[config.mk]
export PLATFORM = sky130hd
export DESIGN_NAME = flash_page_ring_manager
export DESIGN_NICKNAME = d
export VERILOG_FILES = /design/src/rtl/fprm_pkg.sv /design/src/rtl/fprm_regs.sv /design/src/rtl/fprm_ctrl.sv /design/src/rtl/fprm_dp.sv /design/src/rtl/flash_page_ring_manager.sv
export SDC_FILE = /design/constraint.sdc
export NUM_CORES = 1
export LEC_CHECK = 0
export ABC_AREA = 1
export ABC_CLOCK_PERIOD_IN_PS = 15200
export BUFFER_PORTS_ARGS = -buffer_cell sky130_fd_sc_hd__buf_2
export CAP_MARGIN = 20
export CELL_PAD_IN_SITES_DETAIL_PLACEMENT = 1
export CELL_PAD_IN_SITES_GLOBAL_PLACEMENT = 2
export CORE_MARGIN = 2
export CORE_UTILIZATION = 25
export DETAILED_ROUTE_END_ITERATION = 10
export PLACE_DENSITY = 0.62
export SLEW_MARGIN = 10
export SYNTH_ARGS = -nofsm -noshare
export SYNTH_HDL_FRONTEND = slang
export SYNTH_SLANG_ARGS = --single-unit
[constraint.sdc]
create_clock -name clk -period 15.2 [get_ports clk]
set_input_delay 1.52 -clock clk [delete_from_list [all_inputs] [get_ports clk]]
set_output_delay 1.52 -clock clk [all_outputs]
set_load 0.1 [all_outputs]
[src/rtl/fprm_pkg.sv]
// Shared types and codes of the flash page ring manager.
// Used by the registers, the controller, the datapath and the top level.
`timescale 1ns / 1ps

package fprm_pkg;

	// operation codes carried in the func field
	localparam logic [2:0] FN_MOUNT_BEGIN = 3'd0;
	localparam logic [2:0] FN_MOUNT_PAGE  = 3'd1;
	localparam logic [2:0] FN_APPEND      = 3'd2;
	localparam logic [2:0] FN_FREE_OLDEST = 3'd3;
	localparam logic [2:0] FN_LOCATE_NTH  = 3'd4;
	localparam logic [2:0] FN_READ_OLDEST = 3'd5;
	localparam logic [2:0] FN_ERASE_REQ   = 3'd6;

	// configuration register indexes
	localparam logic REG_START_PAGE = 1'b0;
	localparam logic REG_END_PAGE   = 1'b1;

	// reset values of the configuration registers
	localparam logic [12:0] START_PAGE_RST = 13'd0;
	localparam logic [13:0] END_PAGE_RST   = 14'd8192;

	// commands from the controller to the datapath
	typedef struct packed {
		logic load;  // capture the input beat
		logic mul;   // reciprocal product and used count
		logic rem;   // sector alignment of the next free page
		logic exec;  // apply the operation to the pointers
		logic fin;   // load the result register
	} cmd_t;

endpackage

[src/rtl/fprm_regs.sv]
// APB configuration registers of the flash page ring manager.
// Depends on fprm_pkg for register indexes and reset values.
`timescale 1ns / 1ps

module fprm_regs (
	input  logic        clk,
	input  logic        arst_n,
	input  logic        psel,
	input  logic        penable,
	input  logic        pwrite,
	input  logic [2:0]  paddr,
	input  logic [31:0] pwdata,
	output logic [31:0] prdata,
	output logic        pready,
	output logic [12:0] base_page,
	output logic [13:0] limit_page
);
	import fprm_pkg::*;

	logic [12:0] start_q;
	logic [13:0] end_q;
	logic        wr_en;

	// access phase write, word addressed
	assign pready = 1'b1;
	assign wr_en  = psel & penable & pwrite & pready;

	always_ff @(posedge clk or negedge arst_n) begin
		if (!arst_n) begin
			start_q <= START_PAGE_RST;
			end_q   <= END_PAGE_RST;
		end else if (wr_en) begin
			case (paddr[2])
				REG_START_PAGE: start_q <= pwdata[12:0];
				REG_END_PAGE:   end_q   <= pwdata[13:0];
				default: ;
			endcase
		end
	end

	// read back
	always_comb begin
		case (paddr[2])
			REG_START_PAGE: prdata = {19'd0, start_q};
			REG_END_PAGE:   prdata = {18'd0, end_q};
			default:        prdata = 32'd0;
		endcase
	end

	assign base_page  = start_q;
	assign limit_page = end_q;

endmodule

[src/rtl/fprm_ctrl.sv]
// Sequencing controller of the flash page ring manager.
// Depends on fprm_pkg for the command struct; drives the datapath steps.
`timescale 1ns / 1ps

module fprm_ctrl (
	input  logic              clk,
	input  logic              arst_n,
	input  logic              in_valid,
	output logic              in_stall,
	output logic              out_valid,
	input  logic              out_stall,
	output fprm_pkg::cmd_t    cmd
);
	import fprm_pkg::*;

	typedef enum logic [4:0] {
		ST_IDLE = 5'b00001,
		ST_MUL  = 5'b00010,
		ST_REM  = 5'b00100,
		ST_EXEC = 5'b01000,
		ST_FIN  = 5'b10000
	} state_t;

	state_t state_q, state_d;
	logic   out_valid_q;
	logic   out_free;

	// result register can take a new beat
	assign out_free = ~out_valid_q | ~out_stall;
	assign in_stall = (state_q != ST_IDLE);

	// next state and commands
	always_comb begin
		state_d = state_q;
		cmd     = '0;
		case (state_q)
			ST_IDLE: begin
				if (in_valid) begin
					cmd.load = 1'b1;
					state_d  = ST_MUL;
				end
			end
			ST_MUL: begin
				cmd.mul = 1'b1;
				state_d = ST_REM;
			end
			ST_REM: begin
				cmd.rem = 1'b1;
				state_d = ST_EXEC;
			end
			ST_EXEC: begin
				cmd.exec = 1'b1;
				state_d  = ST_FIN;
			end
			ST_FIN: begin
				if (out_free) begin
					cmd.fin = 1'b1;
					state_d = ST_IDLE;
				end
			end
			default: state_d = ST_IDLE;
		endcase
	end

	always_ff @(posedge clk or negedge arst_n) begin
		if (!arst_n) begin
			state_q     <= ST_IDLE;
			out_valid_q <= 1'b0;
		end else begin
			state_q <= state_d;
			if (cmd.fin)
				out_valid_q <= 1'b1;
			else if (~out_stall)
				out_valid_q <= 1'b0;
		end
	end

	assign out_valid = out_valid_q;

endmodule

[src/rtl/fprm_dp.sv]
// Pointer datapath of the flash page ring manager: ring state, sector
// alignment by reciprocal multiply, operation logic and result register.
// Depends on fprm_pkg for operation codes and the command struct.
`timescale 1ns / 1ps

module fprm_dp #(
	parameter int PAGE_COUNT       = 8192,
	parameter int PAGES_PER_SECTOR = 16
) (
	input  logic           clk,
	input  logic           arst_n,
	input  fprm_pkg::cmd_t cmd,
	input  logic [12:0]    base_page,
	input  logic [13:0]    limit_page,
	input  logic [2:0]     func,
	input  logic           used,
	input  logic           tail_used,
	input  logic           last,
	input  logic           marker_unused,
	input  logic [12:0]    index,
	input  logic [12:0]    page_in,
	output logic [12:0]    page,
	output logic           ok,
	output logic           erase_sector,
	output logic           freed,
	output logic [12:0]    freed_page,
	output logic [13:0]    shortage,
	output logic [12:0]    used_count,
	output logic           mount_done
);
	import fprm_pkg::*;

	// reciprocal of the sector size: quotient is exact or one short
	localparam int          RECIP_SHIFT = 20;
	localparam int          RECIP_I     = (1 << RECIP_SHIFT) / PAGES_PER_SECTOR;
	localparam logic [19:0] RECIP       = 20'(RECIP_I);
	localparam logic [8:0]  PPS9        = 9'(PAGES_PER_SECTOR);
	localparam logic [13:0] PPS_W       = 14'(PAGES_PER_SECTOR);
	localparam logic [16:0] PAGE_CNT_W  = 17'(PAGE_COUNT);

	// captured input beat
	logic [2:0]  func_q;
	logic        used_q, tail_used_q, last_q, marker_unused_q;
	logic [12:0] index_q, page_in_q;

	// ring state
	logic [12:0] oldest_q, nfree_q, scan_q;
	logic        wrap_q, ofound_q, ffound_q, sfin_q;
	logic [12:0] oldest_d, nfree_d, scan_d;
	logic        wrap_d, ofound_d, ffound_d, sfin_d;

	// staged arithmetic
	logic [32:0] prod_s1;
	logic        aligned_s2;
	logic [12:0] cnt_q;

	// result of the operation and the output register
	logic [12:0] r_page_d, r_page_q, r_fpage_d, r_fpage_q;
	logic        r_ok_d, r_ok_q, r_erase_d, r_erase_q, r_freed_d, r_freed_q;
	logic [13:0] r_short_d, r_short_q;
	logic [12:0] page_q, freed_page_q, used_count_q;
	logic        ok_q, erase_q, freed_q, mount_done_q;
	logic [13:0] shortage_q;

	logic [13:0] area_end;
	logic [12:0] quot;
	logic [21:0] qprod;
	logic [13:0] rem;
	logic [13:0] sect_next, loc_sum, loc_wrap;
	logic [12:0] oldest_a, nfree_a;

	function automatic logic [12:0] step_pg(input logic [12:0] p, input logic [13:0] ae,
	                                        input logic [12:0] st);
		logic [13:0] inc;
		inc = {1'b0, p} + 14'd1;
		return (inc >= ae) ? st : inc[12:0];
	endfunction

	function automatic logic [12:0] count_pg(input logic [12:0] o, input logic [12:0] n,
	                                         input logic [13:0] ae, input logic [12:0] st);
		logic [13:0] c;
		if (o <= n)
			c = {1'b0, n} - {1'b0, o};
		else
			c = (ae - {1'b0, o}) + ({1'b0, n} - {1'b0, st});
		return c[12:0];
	endfunction

	// effective end of the area
	assign area_end = ({3'd0, limit_page} > PAGE_CNT_W) ? PAGE_CNT_W[13:0] : limit_page;

	// sector remainder of the next free page
	assign quot  = prod_s1[RECIP_SHIFT +: 13];
	assign qprod = {9'd0, quot} * {13'd0, PPS9};
	assign rem   = {1'b0, nfree_q} - qprod[13:0];

	// input capture
	always_ff @(posedge clk) begin
		if (cmd.load) begin
			func_q          <= func;
			used_q          <= used;
			tail_used_q     <= tail_used;
			last_q          <= last;
			marker_unused_q <= marker_unused;
			index_q         <= index;
			page_in_q       <= page_in;
		end
	end

	// arithmetic stages
	always_ff @(posedge clk) begin
		if (cmd.mul) begin
			prod_s1 <= {20'd0, nfree_q} * {13'd0, RECIP};
			cnt_q   <= count_pg(oldest_q, nfree_q, area_end, base_page);
		end
		if (cmd.rem)
			aligned_s2 <= (rem == 14'd0) || (rem == PPS_W);
	end

	// operation logic
	always_comb begin
		oldest_d  = oldest_q;
		nfree_d   = nfree_q;
		scan_d    = scan_q;
		wrap_d    = wrap_q;
		ofound_d  = ofound_q;
		ffound_d  = ffound_q;
		sfin_d    = sfin_q;
		r_page_d  = 13'd0;
		r_ok_d    = 1'b0;
		r_erase_d = 1'b0;
		r_freed_d = 1'b0;
		r_fpage_d = 13'd0;
		r_short_d = 14'd0;
		sect_next = {1'b0, nfree_q} + PPS_W;
		loc_sum   = {1'b0, oldest_q} + {1'b0, index_q};
		loc_wrap  = {1'b0, base_page} + (loc_sum - area_end);
		oldest_a  = oldest_q;
		nfree_a   = step_pg(nfree_q, area_end, base_page);
		case (func_q)
			FN_MOUNT_BEGIN: begin
				wrap_d   = used_q & tail_used_q;
				scan_d   = base_page;
				ofound_d = 1'b0;
				ffound_d = 1'b0;
				sfin_d   = 1'b0;
				r_ok_d   = 1'b1;
			end
			FN_MOUNT_PAGE: begin
				if (!sfin_q) begin
					r_ok_d = 1'b1;
					if (({1'b0, scan_q} < area_end) && !(ofound_q && ffound_q)) begin
						if (wrap_q) begin
							if (!used_q) begin
								if (!ffound_q) begin
									ffound_d = 1'b1;
									nfree_d  = scan_q;
								end
							end else if (ffound_q && !ofound_q) begin
								ofound_d = 1'b1;
								oldest_d = scan_q;
							end
						end else begin
							if (used_q) begin
								if (!ofound_q) begin
									ofound_d = 1'b1;
									oldest_d = scan_q;
								end
							end else if (ofound_q && !ffound_q) begin
								ffound_d = 1'b1;
								nfree_d  = scan_q;
							end
						end
					end
					if ({1'b0, scan_q} < area_end)
						scan_d = scan_q + 13'd1;
					// finish: fall back to the start page
					if (last_q) begin
						if (!ofound_d) begin
							oldest_d = base_page;
							nfree_d  = base_page;
						end else if (!ffound_d) begin
							nfree_d = base_page;
						end
						sfin_d = 1'b1;
					end
				end
			end
			FN_APPEND: begin
				r_page_d = nfree_q;
				r_ok_d   = 1'b1;
				if (aligned_s2) begin
					r_erase_d = ~marker_unused_q;
					// oldest page sits in the sector about to be erased
					if ((nfree_q < oldest_q) && ({1'b0, oldest_q} < sect_next))
						oldest_a = (sect_next >= area_end) ? base_page : sect_next[12:0];
				end
				nfree_d  = nfree_a;
				oldest_d = oldest_a;
				// ring full: free the oldest page
				if (nfree_a == oldest_a) begin
					r_freed_d = 1'b1;
					r_fpage_d = oldest_a;
					oldest_d  = step_pg(oldest_a, area_end, base_page);
				end
			end
			FN_FREE_OLDEST: begin
				r_page_d  = oldest_q;
				r_ok_d    = 1'b1;
				r_freed_d = 1'b1;
				r_fpage_d = oldest_q;
				oldest_d  = step_pg(oldest_q, area_end, base_page);
			end
			FN_LOCATE_NTH: begin
				if (index_q < cnt_q) begin
					r_page_d = (loc_sum >= area_end) ? loc_wrap[12:0] : loc_sum[12:0];
					r_ok_d   = 1'b1;
				end else begin
					r_short_d = {1'b0, index_q} - {1'b0, cnt_q} + 14'd1;
				end
			end
			FN_READ_OLDEST: begin
				if (oldest_q != nfree_q) begin
					r_page_d = oldest_q;
					r_ok_d   = 1'b1;
				end
			end
			FN_ERASE_REQ: begin
				if ((base_page <= page_in_q) && ({1'b0, page_in_q} < area_end) &&
				    (page_in_q == oldest_q)) begin
					r_page_d  = oldest_q;
					r_ok_d    = 1'b1;
					r_freed_d = 1'b1;
					r_fpage_d = oldest_q;
					oldest_d  = step_pg(oldest_q, area_end, base_page);
				end
			end
			default: ;
		endcase
	end

	// ring state update
	always_ff @(posedge clk or negedge arst_n) begin
		if (!arst_n) begin
			oldest_q <= 13'd0;
			nfree_q  <= 13'd0;
			scan_q   <= 13'd0;
			wrap_q   <= 1'b0;
			ofound_q <= 1'b0;
			ffound_q <= 1'b0;
			sfin_q   <= 1'b0;
		end else if (cmd.exec) begin
			oldest_q <= oldest_d;
			nfree_q  <= nfree_d;
			scan_q   <= scan_d;
			wrap_q   <= wrap_d;
			ofound_q <= ofound_d;
			ffound_q <= ffound_d;
			sfin_q   <= sfin_d;
		end
	end

	// operation result, then output register with the updated count
	always_ff @(posedge clk) begin
		if (cmd.exec) begin
			r_page_q  <= r_page_d;
			r_ok_q    <= r_ok_d;
			r_erase_q <= r_erase_d;
			r_freed_q <= r_freed_d;
			r_fpage_q <= r_fpage_d;
			r_short_q <= r_short_d;
		end
		if (cmd.fin) begin
			page_q       <= r_page_q;
			ok_q         <= r_ok_q;
			erase_q      <= r_erase_q;
			freed_q      <= r_freed_q;
			freed_page_q <= r_fpage_q;
			shortage_q   <= r_short_q;
			used_count_q <= count_pg(oldest_q, nfree_q, area_end, base_page);
			mount_done_q <= sfin_q;
		end
	end

	assign page         = page_q;
	assign ok           = ok_q;
	assign erase_sector = erase_q;
	assign freed        = freed_q;
	assign freed_page   = freed_page_q;
	assign shortage     = shortage_q;
	assign used_count   = used_count_q;
	assign mount_done   = mount_done_q;

endmodule

[src/rtl/flash_page_ring_manager.sv]
// Each input beat passes the controller's step sequence (capture,
// reciprocal multiply, remainder, pointer update, result load) before
// its result is valid; one item is in work at a time.
// Input is stalled while an item is in work; the result register lets the
// next item start while a result waits. Reset clears pointers and flags.
`timescale 1ns / 1ps

module flash_page_ring_manager #(
	parameter int PAGE_COUNT       = 8192,
	parameter int PAGES_PER_SECTOR = 16
) (
	input  logic        clk,
	input  logic        arst_n,
	input  logic        psel,
	input  logic        penable,
	input  logic        pwrite,
	input  logic [2:0]  paddr,
	input  logic [31:0] pwdata,
	output logic [31:0] prdata,
	output logic        pready,
	input  logic        in_valid,
	output logic        in_stall,
	input  logic [2:0]  func,
	input  logic        used,
	input  logic        tail_used,
	input  logic        last,
	input  logic        marker_unused,
	input  logic [12:0] index,
	input  logic [12:0] page_in,
	output logic        out_valid,
	input  logic        out_stall,
	output logic [12:0] page,
	output logic        ok,
	output logic        erase_sector,
	output logic        freed,
	output logic [12:0] freed_page,
	output logic [13:0] shortage,
	output logic [12:0] used_count,
	output logic        mount_done
);
	import fprm_pkg::*;

	cmd_t        cmd;
	logic [12:0] base_page;
	logic [13:0] limit_page;

	// configuration registers
	fprm_regs u_regs (
		.clk        (clk),
		.arst_n     (arst_n),
		.psel       (psel),
		.penable    (penable),
		.pwrite     (pwrite),
		.paddr      (paddr),
		.pwdata     (pwdata),
		.prdata     (prdata),
		.pready     (pready),
		.base_page  (base_page),
		.limit_page (limit_page)
	);

	// step sequencer
	fprm_ctrl u_ctrl (
		.clk       (clk),
		.arst_n    (arst_n),
		.in_valid  (in_valid),
		.in_stall  (in_stall),
		.out_valid (out_valid),
		.out_stall (out_stall),
		.cmd       (cmd)
	);

	// pointer datapath
	fprm_dp #(
		.PAGE_COUNT       (PAGE_COUNT),
		.PAGES_PER_SECTOR (PAGES_PER_SECTOR)
	) u_dp (
		.clk           (clk),
		.arst_n        (arst_n),
		.cmd           (cmd),
		.base_page     (base_page),
		.limit_page    (limit_page),
		.func          (func),
		.used          (used),
		.tail_used     (tail_used),
		.last          (last),
		.marker_unused (marker_unused),
		.index         (index),
		.page_in       (page_in),
		.page          (page),
		.ok            (ok),
		.erase_sector  (erase_sector),
		.freed         (freed),
		.freed_page    (freed_page),
		.shortage      (shortage),
		.used_count    (used_count),
		.mount_done    (mount_done)
	);

endmodule

# Yosys cells after proc, flatten, opt, wreduce, memory -nomap -nowiden
# Index checks and enable logic that the tools add are counted.
op_classes:
  addsub: 15
  n_lt_le_gt_ge: 13
  n_eq_ne: 22
  n_mux: 83
  bitwise_logic: 9
  n_reduce_logical: 28
op_table:
  columns: ["cell", "count"]
  rows:
  - ["$mux W13", 36]
  - ["$ge A14 B14 Y1", 5]
  - ["$pmux W13 S5", 1]
  - ["$pmux W32 S2", 1]
  - ["$pmux W13 S2", 2]
  - ["$pmux W13 S4", 1]
  - ["$sub A13 B13 Y13", 4]
  - ["$add A13 B1 Y14 const B", 3]
  - ["$lt A13 B14 Y1", 3]
  - ["$pmux W13 S3", 1]
  - ["$mux W1", 32]
  - ["$sub A13 B13 Y14", 2]
  - ["$add A13 B13 Y13", 2]
  - ["$eq A13 B13 Y1", 2]
  - ["$le A13 B13 Y1", 2]
  - ["$lt A13 B13 Y1", 2]
  - ["$pmux W5 S5", 1]
  - ["$add A13 B13 Y14", 1]
  - ["$add A13 B5 Y14 const B", 1]
  - ["$add A14 B1 Y14 const B", 1]
  - ["$eq A14 B5 Y1 const B", 1]
  - ["$gt A14 B14 Y1 const B", 1]
  - ["$logic_not A14 Y1", 1]
  - ["$mux W14", 1]
  - ["other kinds (31)", 63]
word_totals:
  register_bits: 236
  inputBits: 75
  output_inout_bits: 92
  wordCells: 205

# Logic depth before layout (Yosys ltp)
# Gate-level depths: netlist of the first run.
logic_depth:
  ltp_word: 13
  mapped_depth: 46
  ltp_nobuf: 45

# Cells and area by module
# From an unflattened synthesis of the first run, not the netlist that was laid out.
hier_totals:
  hier_cells: 2546
  area_unflattened_um2: 19920.4
by_module_without_submodules:
  columns: ["mod", "n_inst", "cells_per_inst", "area_per_inst_um2", "seq_area_each_um2"]
  rows:
  - ["fprm_dp", 1, 2318, 18147.4, 5760.5]
  - ["fprm_regs", 1, 185, 1415.1, 676.9]
  - ["fprm_ctrl", 1, 43, 357.8, 151.4]

# Least setup slack after synthesis of the first run
# OpenSTA, ideal clock, no wires.
synth_path:
  path_type: "register -> register"
  startpoint: "register u_ctrl.state_q[0]"
  endpoint: "register u_dp.oldest_q[10]"
  setup_ps: 120
  arrival_ps: 6459
  required_ps: 15080
  path_slack_ps: 8621
  path_stages_with_launch: 10
  path_buffers: 1
  synth_period_minus_slack_ps: 6579
  cell_sequence: "dfstp_2 > nor2_1 > inv_1 > nor4_1 > inv_1 > nor4_2 > buf_2 > nand3_1 > inv_1 > a21oi_2"
synth_via:
  elab_chain_len: 3
synth_lines:
  columns: ["item", "line_no", "text"]
  rows:
  - ["start, declared", "fprm_ctrl.sv:24", "state_t state_q, state_d;"]
  - ["start signal, assigned", "fprm_ctrl.sv:70", "state_q <= state_d;"]
  - ["$eq A5 B4 Y1", "fprm_ctrl.sv:36", "case (state_q)"]
  - ["$mux W1", "fprm_ctrl.sv:36", null]
  - ["$reduce_and A4 Y1 (no line)", null, null]
  - ["end signal, assigned", "fprm_dp.sv:253", "oldest_q <= oldest_d;"]
  - ["end, declared", "fprm_dp.sv:47", "logic [12:0] oldest_q, nfree_q, scan_q;"]
# Every way passes these cells.
# A chain may end at the register's enable or synchronous reset.

# Worst setup path in the final report of the first run
layout_path:
  startpoint: "register u_dp.nfree_q[1]"
  endpoint: "register u_dp.r_fpage_q[1] (data pin)"
layout_via:
  elab_chain_len: 9
  word_cells_on_any_way: 15
  classes_between: "add/sub (2); order compare (4); eq/ne (1); mux (7); reduce/logical (1)"
layout_lines:
  columns: ["item", "line_no", "text"]
  rows:
  - ["start, declared", "fprm_dp.sv:47", null]
  - ["start signal, assigned", "fprm_dp.sv:254", "nfree_q <= nfree_d;"]
  - ["$add A13 B5 Y14", "fprm_dp.sv:135", "sect_next = {1'b0, nfree_q} + PPS_W;"]
  - ["$ge A14 B14 Y1 / $lt A13 B14 Y1 (equally long branches)", "fprm_dp.sv:196, fprm_dp.sv:195", null]
  - ["$mux W13 / $logic_and A1 B1 Y1 (equally long branches)", "fprm_dp.sv:196, fprm_dp.sv:195", null]
  - ["$mux W13", "fprm_dp.sv:195", "if ((nfree_q < oldest_q) && ({1'b0, oldest_q} < sect_next))"]
  - ["$mux W13", "fprm_dp.sv:192", "if (aligned_s2) begin"]
  - ["$mux W13", "fprm_dp.sv:140", "case (func_q)"]
  - ["$eq A13 B13 Y1", "fprm_dp.sv:201", "if (nfree_a == oldest_a) begin"]
  - ["$mux W13 *", "fprm_dp.sv:201", null]
  - ["$pmux W13 S3 *", "fprm_dp.sv:140", null]
  - ["net u_dp.r_fpage_d[1]", "fprm_dp.sv:58", "logic [12:0] r_page_d, r_page_q, r_fpage_d, r_fpage_q;"]
  - ["end signal, assigned", "fprm_dp.sv:270", "r_fpage_q <= r_fpage_d;"]
  - ["end, declared", "fprm_dp.sv:58", null]
# The timed path passes the listed nets; every way through them passes the cells marked *. The select of a mux whose other input is x is not followed.

==> run metrics, run 1 <==
Clock power frac=12.9%; CP max stage cell=nand2_1; fin crit period=6.98 ns; worst vdd ir=~0.00009 V; Critical Path Most Common Cell=nand2_1; CTS root buf=clkbuf_16; Post-synth ARST share=32.8%; Synth Instances=2330; internal power=2.59 mW; share of the synthesized area in the top cell type=about a quarter; number of setup buffers added after CTS=0; vias in the first global route=17800; DP HPWL=64200 um; largest cells by area after synthesis=edfxtp_1 24%, ha_1 13%, dfrtp_1 9.6%; nets@finish=2778; R2R depth=28; Avg Cell Area, Syn=about 8 um^2; Initial Utilization=25.3%; CP arrival=7.32 ns; #FFs+latches synth=232; CTS tree=built; IO Pins=roughly 170; hold buffers post-CTS=0; max-capacitance violation count=0; Max Fclk=between 100 and 150 MHz; cell family with most CP delay=simple AND/OR/NAND/NOR gates; TNS Setup=0 ns; # setup viols final=0; Critical Path End Type=flop; register area share after synthesis=roughly 34%; critical path required time=between 15 and 20 ns; core box area=76100 um^2; combinational power share=67.5%; sequential share of power=19.6%; router iterations before antenna repair=4; Die W=281 um; # DRC=0; largest net degree at the start of global routing=58; Skew-Pair Late Insertion Delay=0.61 ns; clock sink count=232; Final Hold Fails=0; clock buffer depth=3; Slew headroom=between 20% and 30%; commonest non-fill, non-tap cells in the layout=418 x nand2_1, 321 x inv_1, 218 x o21ai_0, 206 x ha_1, 161 x nor2_1; via count=16900; synth-to-layout area growth=14.6%; number of CTS-inserted buffers=29; Psw=about 3.1 mW; R2R Setup Slk=8.22 ns; Crit path largest cell delay=between 0.6 and 0.7 ns; Setup Slack @ Placement=8.27 ns; first-pass GRT wire length=119000 um; yosys warns=0; DP Area=21000 um^2; final worst setup slack=a little over 8 ns; Crit Path Max Fanout=22; Port Buffer Count=127; initial antenna violation count=1; grt total ovfl=0; die height=281 um; Initial DRC Count=714; Min-Delay Startpoint=u_dp.r_ok_q; Via density=4.82; Layout Skew=just over 0.02 ns; Tcrit/Tclk final=a little under half; Yosys cell types=59; GRT Overall Usage=20.6%; final WL=81300 um; leakage=10.1 nW; EDFF count, synth=156; Synth Cell Area=19200 um^2; drt wl/cell=23.2 um; Finished Cell Area=22000 um^2; H-tree depth=1; Site Rows=101; worst setup path class=reg -> reg; Critical path buffers and inverters=6; die area=between 70000 and 80000 um^2; FF-to-FF End=u_dp.r_fpage_q[1]; Yosys top cell by area=edfxtp_1; Switching Fraction=between 50% and 60%; Tightest Pin Transition=roughly 1.1 ns; Hold EP=u_dp.ok; pwr/cell area=260 nW/um^2; commonest non-fill, non-tap cell in the layout=nand2_1; layout cells sized above 1=11.9%; CP Launch Type=flop; WHS Path Cells=0; Most used DFF post-synth=edfxtp_1; reg2reg start=u_dp.nfree_q[1]; Max Slew Vio Count=0; Antenna Violating Nets Remaining=0; worst hold path class=reg -> reg; post-CTS sizing=0; outcome=finished, final reports clean; RSZ-0062 raised after global routing=no; CTS clock-pin slew for the worst setup and hold paths=0.08 ns; gp weighted congestion=about 0.87
worst max path at each step:
stage,depth (start not counted),endpoint,slack [ns],from
4_1_cts,29,u_dp.oldest_q[1],8.23,u_dp.nfree_q[4]
6_report,28,u_dp.r_fpage_q[1],8.22,u_dp.nfree_q[1]
2_1_floorplan,9,u_dp.oldest_q[10],8.62,u_ctrl.state_q[0]
3_5_place_dp,29,u_dp.oldest_q[1],8.27,u_dp.nfree_q[4]
3_3_place_gp,28,u_dp.r_fpage_q[1],8.32,u_dp.nfree_q[1]
5_1_grt,29,u_dp.oldest_q[1],7.68,u_dp.nfree_q[4]
per-stage QoR:
| stage | hold slack (ns) | util, % | power, mW | instances |
|---|---|---|---|---|
| finish | 0.418 | 28.9 | 5.72 | 3506 |
| global route | 0.423 | 28.9 | 6.27 | 3505 |
| CTS | 0.417 | 28.9 | 5.78 | 3504 |
| detailed placement | 0.406 | 27.6 | 5.00 | 3450 |
| global placement | 0.404 | 27.6 | 4.90 | 3449 |
| floorplan | 0.400 | - | 3.71 | 2347 |
worst reg2reg max path, delay by kind of cell, from the launching register on:
family | cells | cell delay [ns]
simple gates | 16 | 3.31
flops | 1 | 0.57
buf+inv | 6 | 1.39
compound gates | 5 | 1.17
fa+ha+maj | 1 | 0.28
cells in the mapped netlist, types with 41 or more instances:
master and number:
nand2_1 418, a21oi_1 159, o211ai_1 45, edfxtp_1 156
fa_1 45, nor3_1 42, xor2_1 81, nor2_1 161
nand3_1 93, dfrtp_1 74, inv_1 321, o21ai_0 218
clkbuf_1 41, ha_1 206
power by group through the flow:
stage | Sequential [mW] | Clock (mW) | Combinational [mW]
after CTS | 1.12 | 0.765 | 3.89
after detailed placement | 1.14 | 0 | 3.87
after global placement | 1.13 | 0 | 3.77
final | 1.12 | 0.740 | 3.86
after floorplan | 1.02 | 0 | 2.69
after global routing | 1.14 | 0.783 | 4.35
layout make-up:
class / instances / area [um^2]
Fill cell: 9129 / 54100
Timing Repair Buffer: 159 / 882
Clock inverter: 19 / 218
Inverter: 338 / 1270
Sequential cell: 232 / 6590
Clock buffer: 35 / 788
Tap cell: 1030 / 1290
Antenna cell: 1 / 2.50
Multi-Input combinational cell: 1692 / 11000
logic make-up (layout without fill, tap and decap cells):
family / after synthesis / after routing / share of synthesized area [%]
AND/OR/NAND/NOR: 778 / 778 / 17.3
AO/OA/AOI/OAI: 544 / 544 / 16.6
buffers and inverters: 423 / 551 / 9.11
adder cells (fa/ha/maj): 251 / 251 / 18.1
flip-flops: 232 / 232 / 34.3
XOR/XNOR: 99 / 99 / 4.51
other: 2 / 20 / 0.0391
multiplexers: 1 / 1 / 0.0521
layer usage:
layer	vias to the layer above	GRT usage [%]	wire, um
met5	-	0	0
met3	83	1.89	2300
met1	8416	26.7	37200
met4	0	5.11	2100
li1	8106	-	-
met2	295	36.5	39700
Power figures use the tool's default switching activity.
==> inputs of run 2 (changes only) <==
ABC_AREA = 0   (was 1)
ABC_CLOCK_PERIOD_IN_PS = 6600   (was 15200)
PLACE_DENSITY = 0.59   (was 0.62)
clock period = 6.6 ns   (was 15.2 ns; I/O delays follow)
==> run 2 against run 1 <==
Effect of this change: sequential power grew 110%; largest cell class unchanged; core utilization grew 1.6 points; non-clock buffer count grew 140; critical path depth grew 3; die area shrank 1.7%; first-iteration DRC count grew 47%; flip-flop and latch count is the same; final cell count shrank 9.2%.
==> run metrics, run 2 <==
worst hold path class=in -> reg; # DRC=0 (unchanged); Max Slew Vio Count=0 (unchanged); Synth Area in Simple Gates=12.2% (-5.0 points); critical path required time=7.10 ns (-8.44 ns); Critical Path Source=u_dp.nfree_q[4]; Synth top cells by count=206 x ha_1, 163 x inv_1, 161 x nand2_1; initial antenna violation count=2 (+1); IO Pins=167 (unchanged); final WL=83300 um (+2.5%); grt total ovfl=0 (unchanged); placed cell count=3122 (-9.5%); Synth Instances=1941 (-17%); Via density=5.12 (+6.2%); Most used DFF post-synth=edfxtp_1; Finished Cell Area=22800 um^2 (+3.6%); Crit path largest cell delay=0.42 ns (-0.20 ns); layout cells sized above 1=20.0% (+8.0 points); complex-gate fraction of the synthesized area=18.2% (+1.6 points); pwr/cell area=583 nW/um^2 (+120%); largest net degree at the start of global routing=57 (-1.7%); CTS clock-pin slew for the worst setup and hold paths=0.07 ns (about the same); Psw=6.64 mW (+110%); largest family of logic cells by synthesized area=adder cells; Fill cells=8581 (-6.0%); Skew-Pair Late Insertion Delay=0.63 ns (+0.02 ns); GRT Overall Usage=21.2% (+0.60 points); Initial Utilization=25.3% (+0.063 points); Critical Path Most Common Cell=buf_4; clock buffer depth=3 (unchanged); die area=77700 um^2 (-1.7%); Switching Fraction=49.9% (-4.9 points); # setup viols final=0 (unchanged); commonest non-fill, non-tap cells in the layout=205 x ha_1, 166 x buf_4, 162 x inv_1, 161 x nand2_1, 156 x edfxtp_1; CP arrival=6.85 ns (-0.47 ns); vias in the first global route=17200 (-3.3%); #FFs+latches synth=232 (unchanged); clock sink count=232 (unchanged); largest cells by area after synthesis=edfxtp_1 25%, ha_1 14%, dfrtp_1 9.8%; die height=279 um (-0.86%); core box area=74600 um^2 (-2.0%); Slew headroom=28.5% (+3.7 points); Design Power=13.3 mW (+130%); first-pass GRT wire length=119000 um (+0.30%); most common cell in the netlist=ha_1; fin crit period=6.34 ns (-0.638 ns); Initial DRC Count=1049 (+47%); nets@finish=2517 (-9.4%); final worst setup slack=0.255 ns (-7.96 ns); Port Buffer Count=127 (unchanged); synth-to-layout area growth=20.8%; Avg Cell Area, Syn=9.73 um^2 (+18%); register area share after synthesis=34.9% (+0.60 points); Synth Area in Adders=18.6% (+0.48 points); CTS root buf=clkbuf_16; Final Hold Fails=0 (unchanged); DP Area=21600 um^2 (+3.0%); share of the synthesized area in the top cell type=24.8% (+0.43 points); Setup Slack @ Placement=0.0506 ns (-8.22 ns); Die W=279 um (-0.86%); Antenna Violating Nets Remaining=0 (unchanged); CP max stage cell=dfrtp_1; Tcrit/Tclk final=96.1% (+50 points); worst vdd ir=0.000278 V (+200%); Post-synth ARST share=32.8% (unchanged); router iterations before antenna repair=5 (+1); Yosys cell types=96 (+63%); CP Launch Type=flop; Tightest Pin Transition=1.07 ns (-0.0553 ns); drt wl/cell=26.2 um (+13%); worst setup path class=reg -> reg; diode count=0 (-1); DP HPWL=65400 um (+1.8%); Synth Area in XOR/XNOR=5.56% (+1.0 points); mux cell area share after synthesis=4.43% (+4.4 points); via count=16300 (-3.6%); commonest non-fill, non-tap cell in the layout=ha_1; Layout Skew=0.0185 ns (-0.00164 ns); leakage=9.88 nW (-1.9%); gp weighted congestion=0.913 (+4.4%); Non-Filler Instances=3184 (-9.2%); max-capacitance violation count=0 (unchanged); number of CTS-inserted buffers=31 (+6.9%); hold slack=0.207 ns (-0.211 ns); Crit Path Max Fanout=6 (-73%); Min-Delay Startpoint=tail_used; reg2reg start=u_dp.nfree_q[4]; CTS tree=built; outcome=finished, final reports clean; H-tree depth=1 (unchanged); Site Rows=100 (-0.99%); Synth Cell Area=18900 um^2 (-1.7%); yosys warns=0 (unchanged); internal power=6.67 mW (+160%); Clock power frac=13.2% (+0.3 points); Max Fclk=158 MHz (+10%); combinational power share=68.8% (+1.3 points); Critical Path End Type=flop; EDFF count, synth=156 (unchanged); Yosys top cell by area=edfxtp_1; sequential share of power=18.1% (-1.5 points)
## run 2: cell types whose count changed in the layout (fill, tap and decap cells not counted), sizes merged, moves of 53 or more
cell	change
o21ai	-128
buf	+139
xnor2	+62
nor2	-53
inv	-163
nand2	-276
## run 2: kinds of logic (layout without fill, tap and decap cells)
family	count (synthesis)	after routing
flip-flops	232	232
AO/OA/AOI/OAI	509	509
other	2	19
XOR/XNOR	119	119
buffers and inverters	264	521
AND/OR/NAND/NOR	484	484
adder cells (fa/ha/maj)	254	254
multiplexers	77	77
## run 2: per-stage QoR
stage	utilization [%]	setup TNS, ns
finish	30.6	0
global route	30.6	-0.0224
CTS	30.4	0
detailed placement	29.0	0
global placement	29.0	0
floorplan	-	0
## run 2: final timing paths
path	to	cells after the start	slack, ns
max in group asynchronous	u_dp.nfree_q[5]	3	4.92
worst min register to register	u_dp.shortage[3]	0	0.42
worst min-delay path	u_dp.tail_used_q	1	0.21
worst max register to register	u_dp.oldest_q[6]	31	0.26
worst max-delay path	u_dp.oldest_q[6]	31	0.26
min in group asynchronous	u_regs.limit_page[12]	2	0.46
## run 2: what timing repair did
item / in CTS / in global routing
buffers inserted: 0 / 2
gates resized for setup: 0 / 22
endpoints found under the hold margin: 19 / 0
endpoints found under the setup margin: 0 / 13
hold buffers: 1 / 0
## run 2: metal layers
metal,routed length (um),track usage [%],part of all wire [%],vias to the layer above
li1,-,-,-,7516
met1,37100,27.5,44,8290
met2,40000,36.6,48,387
met3,3860,2.92,4.6,100
met4,2430,5.97,2.9,0
met5,0,0,0,-
## run 2: cell type report
class                      count  area [um^2]  share of cell area, %
sequential                   232         6590                   28.9
inverter                     165          622                   2.73
clock buffer                  39          836                   3.66
clock inverter                18          203                  0.889
timing repair buffer         299         2000                   8.75
tap                          969         1210                   5.31
multi-input combinational   1462        11400                   49.8
## run 2: critical path, delay by kind of cell (launching register included)
kind,cells,cell delay (ns)
compound gates,11,2.32
simple gates,8,1.28
buf+inv,6,0.88
fa+ha+maj,3,0.77
flops,1,0.42
mux,1,0.31
xor+xnor,2,0.22
## run 2: power groups by stage
stage | clock network [mW] | registers (mW) | logic [mW]
global route | 1.86 | 2.43 | 10.0
CTS | 1.81 | 2.40 | 9.12
finish | 1.75 | 2.40 | 9.15
detailed placement | 0 | 2.43 | 9.07
floorplan | 0 | 2.28 | 5.86
global placement | 0 | 2.42 | 8.90
==> inputs of run 3 (changes only) <==
PLACE_DENSITY = not set   (was 0.59)
PLACE_DENSITY_LB_ADDON = 0.12   (was not set)
SKIP_CTS_REPAIR_TIMING = 1   (was not set)
==> run 3 against run 2 <==
Effect of this change: routed wire length grew 3.8%; non-clock buffer count increased by 24; final area up 0.29%; register-to-register slack gained 0.08 ns; worst setup slack better by 0.083 ns; critical path depth shrank 1; total power down 0.65%; global-route usage up 0.92 points; sequential share of layout area decreased by 0.073 points; hold slack about the same; count of clock-buffer cells in the layout up 1; core utilization grew 0.089 points; highest routed layer unchanged.
==> run metrics, run 3 (synthesis gave the netlist of run 2 again) <==
outcome=finished, final reports clean; die area=77700 um^2 (unchanged); Design Power=13.2 mW (-0.65%); Critical Path Most Common Cell=buf_4; core box area=74600 um^2 (unchanged); IO Pins=167 (unchanged); Critical Path End Type=flop; gp weighted congestion=0.899 (-1.6%); leakage=9.91 nW (+0.36%); Final Hold Fails=0 (unchanged); Via density=5.08 (-0.78%); worst hold path class=in -> reg; Initial DRC Count=1054 (+0.48%); Max Slew Vio Count=0 (unchanged); CP max stage cell=dfrtp_2; placed cell count=3146 (+0.77%); first-pass GRT wire length=124000 um (+3.9%); GRT Overall Usage=22.1% (+0.92 points); largest net degree at the start of global routing=60 (+5.3%); number of CTS-inserted buffers=31 (unchanged); CP Launch Type=flop; layout cells sized above 1=21.0% (+1.0 points); clock buffer depth=3 (unchanged); worst vdd ir=0.000291 V (+4.6%); vias in the first global route=17300 (+0.69%); router iterations before antenna repair=5 (unchanged); Slew headroom=30.1% (+1.6 points); H-tree depth=1 (unchanged); worst setup path class=reg -> reg; Antenna Violating Nets Remaining=0 (unchanged); critical path required time=7.11 ns (about the same); CP arrival=6.77 ns (-0.08 ns); nets@finish=2541 (+0.95%); Tightest Pin Transition=1.05 ns (-0.0173 ns); via count=16300 (-0.068%); Layout Skew=0.0135 ns (-0.00499 ns); pwr/cell area=578 nW/um^2 (-0.94%); drt wl/cell=27.0 um (+3.1%); cell family with most CP delay=simple AND/OR/NAND/NOR gates; DP HPWL=67200 um (+2.7%); Max Fclk=160 MHz (+1.3%); Die W=279 um (unchanged); clock sink count=232 (unchanged); Non-Filler Instances=3207 (+0.72%); DP Area=21800 um^2 (+0.68%); synth-to-layout area growth=21.2%; CTS root buf=clkbuf_16; grt total ovfl=0 (unchanged); fin crit period=6.26 ns (-0.0828 ns); post-route core utilization=30.7% (+0.089 points); Crit Path Max Fanout=6 (unchanged); max-capacitance violation count=0 (unchanged); Tcrit/Tclk final=94.9% (-1.3 points); Skew-Pair Late Insertion Delay=0.63 ns (about the same); initial antenna violation count=2 (unchanged); CTS clock-pin slew for the worst setup and hold paths=0.06 ns (about the same); die height=279 um (unchanged); # DRC=0 (unchanged); commonest non-fill, non-tap cells in the layout=206 x ha_1, 193 x buf_4, 162 x inv_1, 161 x nand2_1, 156 x edfxtp_1; commonest non-fill, non-tap cell in the layout=ha_1; Critical path buffers and inverters=6 (unchanged); Site Rows=100 (unchanged); # setup viols final=0 (unchanged); Finished Cell Area=22900 um^2 (+0.29%); Crit path largest cell delay=0.43 ns (about the same); Initial Utilization=25.3% (unchanged); Port Buffer Count=127 (unchanged); CTS tree=built; TNS Setup=0 ns (unchanged); diode count=0 (unchanged); final WL=86500 um (+3.8%)
-- run 3: layer usage --
metal / global-route usage [%] / share of wire, %
met5: 0 / 0
met1: 29.4 / 46
met4: 6.75 / 3.4
met3: 2.52 / 3.6
met2: 37.5 / 47
-- run 3: cell type report --
type | count | area, um^2
clock inverters | 16 | 119
well taps | 969 | 1210
fillers | 8590 | 51700
flip-flops and latches | 232 | 6590
multi-input cells | 1462 | 11400
inverters | 165 | 622
clock buffers | 40 | 820
repair buffers | 323 | 2130
-- run 3: report_power, final --
group / switching (mW) / leakage, nW / internal [mW]
Combinational: 5.60 / 7.03 / 3.60
Clock: 0.739 / 0.450 / 0.880
Sequential: 0.344 / 2.44 / 2.05
Total: 6.68 / 9.91 / 6.54
-- run 3: through the flow --
step | setup WS (ns) | hold slack [ns]
2_1_floorplan | 0.532 | 0.364
3_3_place_gp | 0.0278 | 0.403
3_5_place_dp | -0.0105 | 0.406
4_1_cts | -0.0512 | -0.119
5_1_grt | -0.0116 | 0.183
6_report | 0.338 | 0.207
-- run 3: worst paths after layout --
check | cells past startpoint | slack [ns] | from | end
worst min-delay path | 2 | 0.21 | in_valid | u_ctrl.state_q[0]
worst min register to register | 0 | 0.41 | u_dp.r_page_q[4] | u_dp.page[4]
max in group asynchronous | 3 | 4.86 | arst_n | u_dp.nfree_q[6]
worst max register to register | 30 | 0.34 | u_dp.nfree_q[5] | u_dp.oldest_q[6]
worst max-delay path | 30 | 0.34 | u_dp.nfree_q[5] | u_dp.oldest_q[6]
min in group asynchronous | 2 | 0.44 | arst_n | u_regs.limit_page[8]
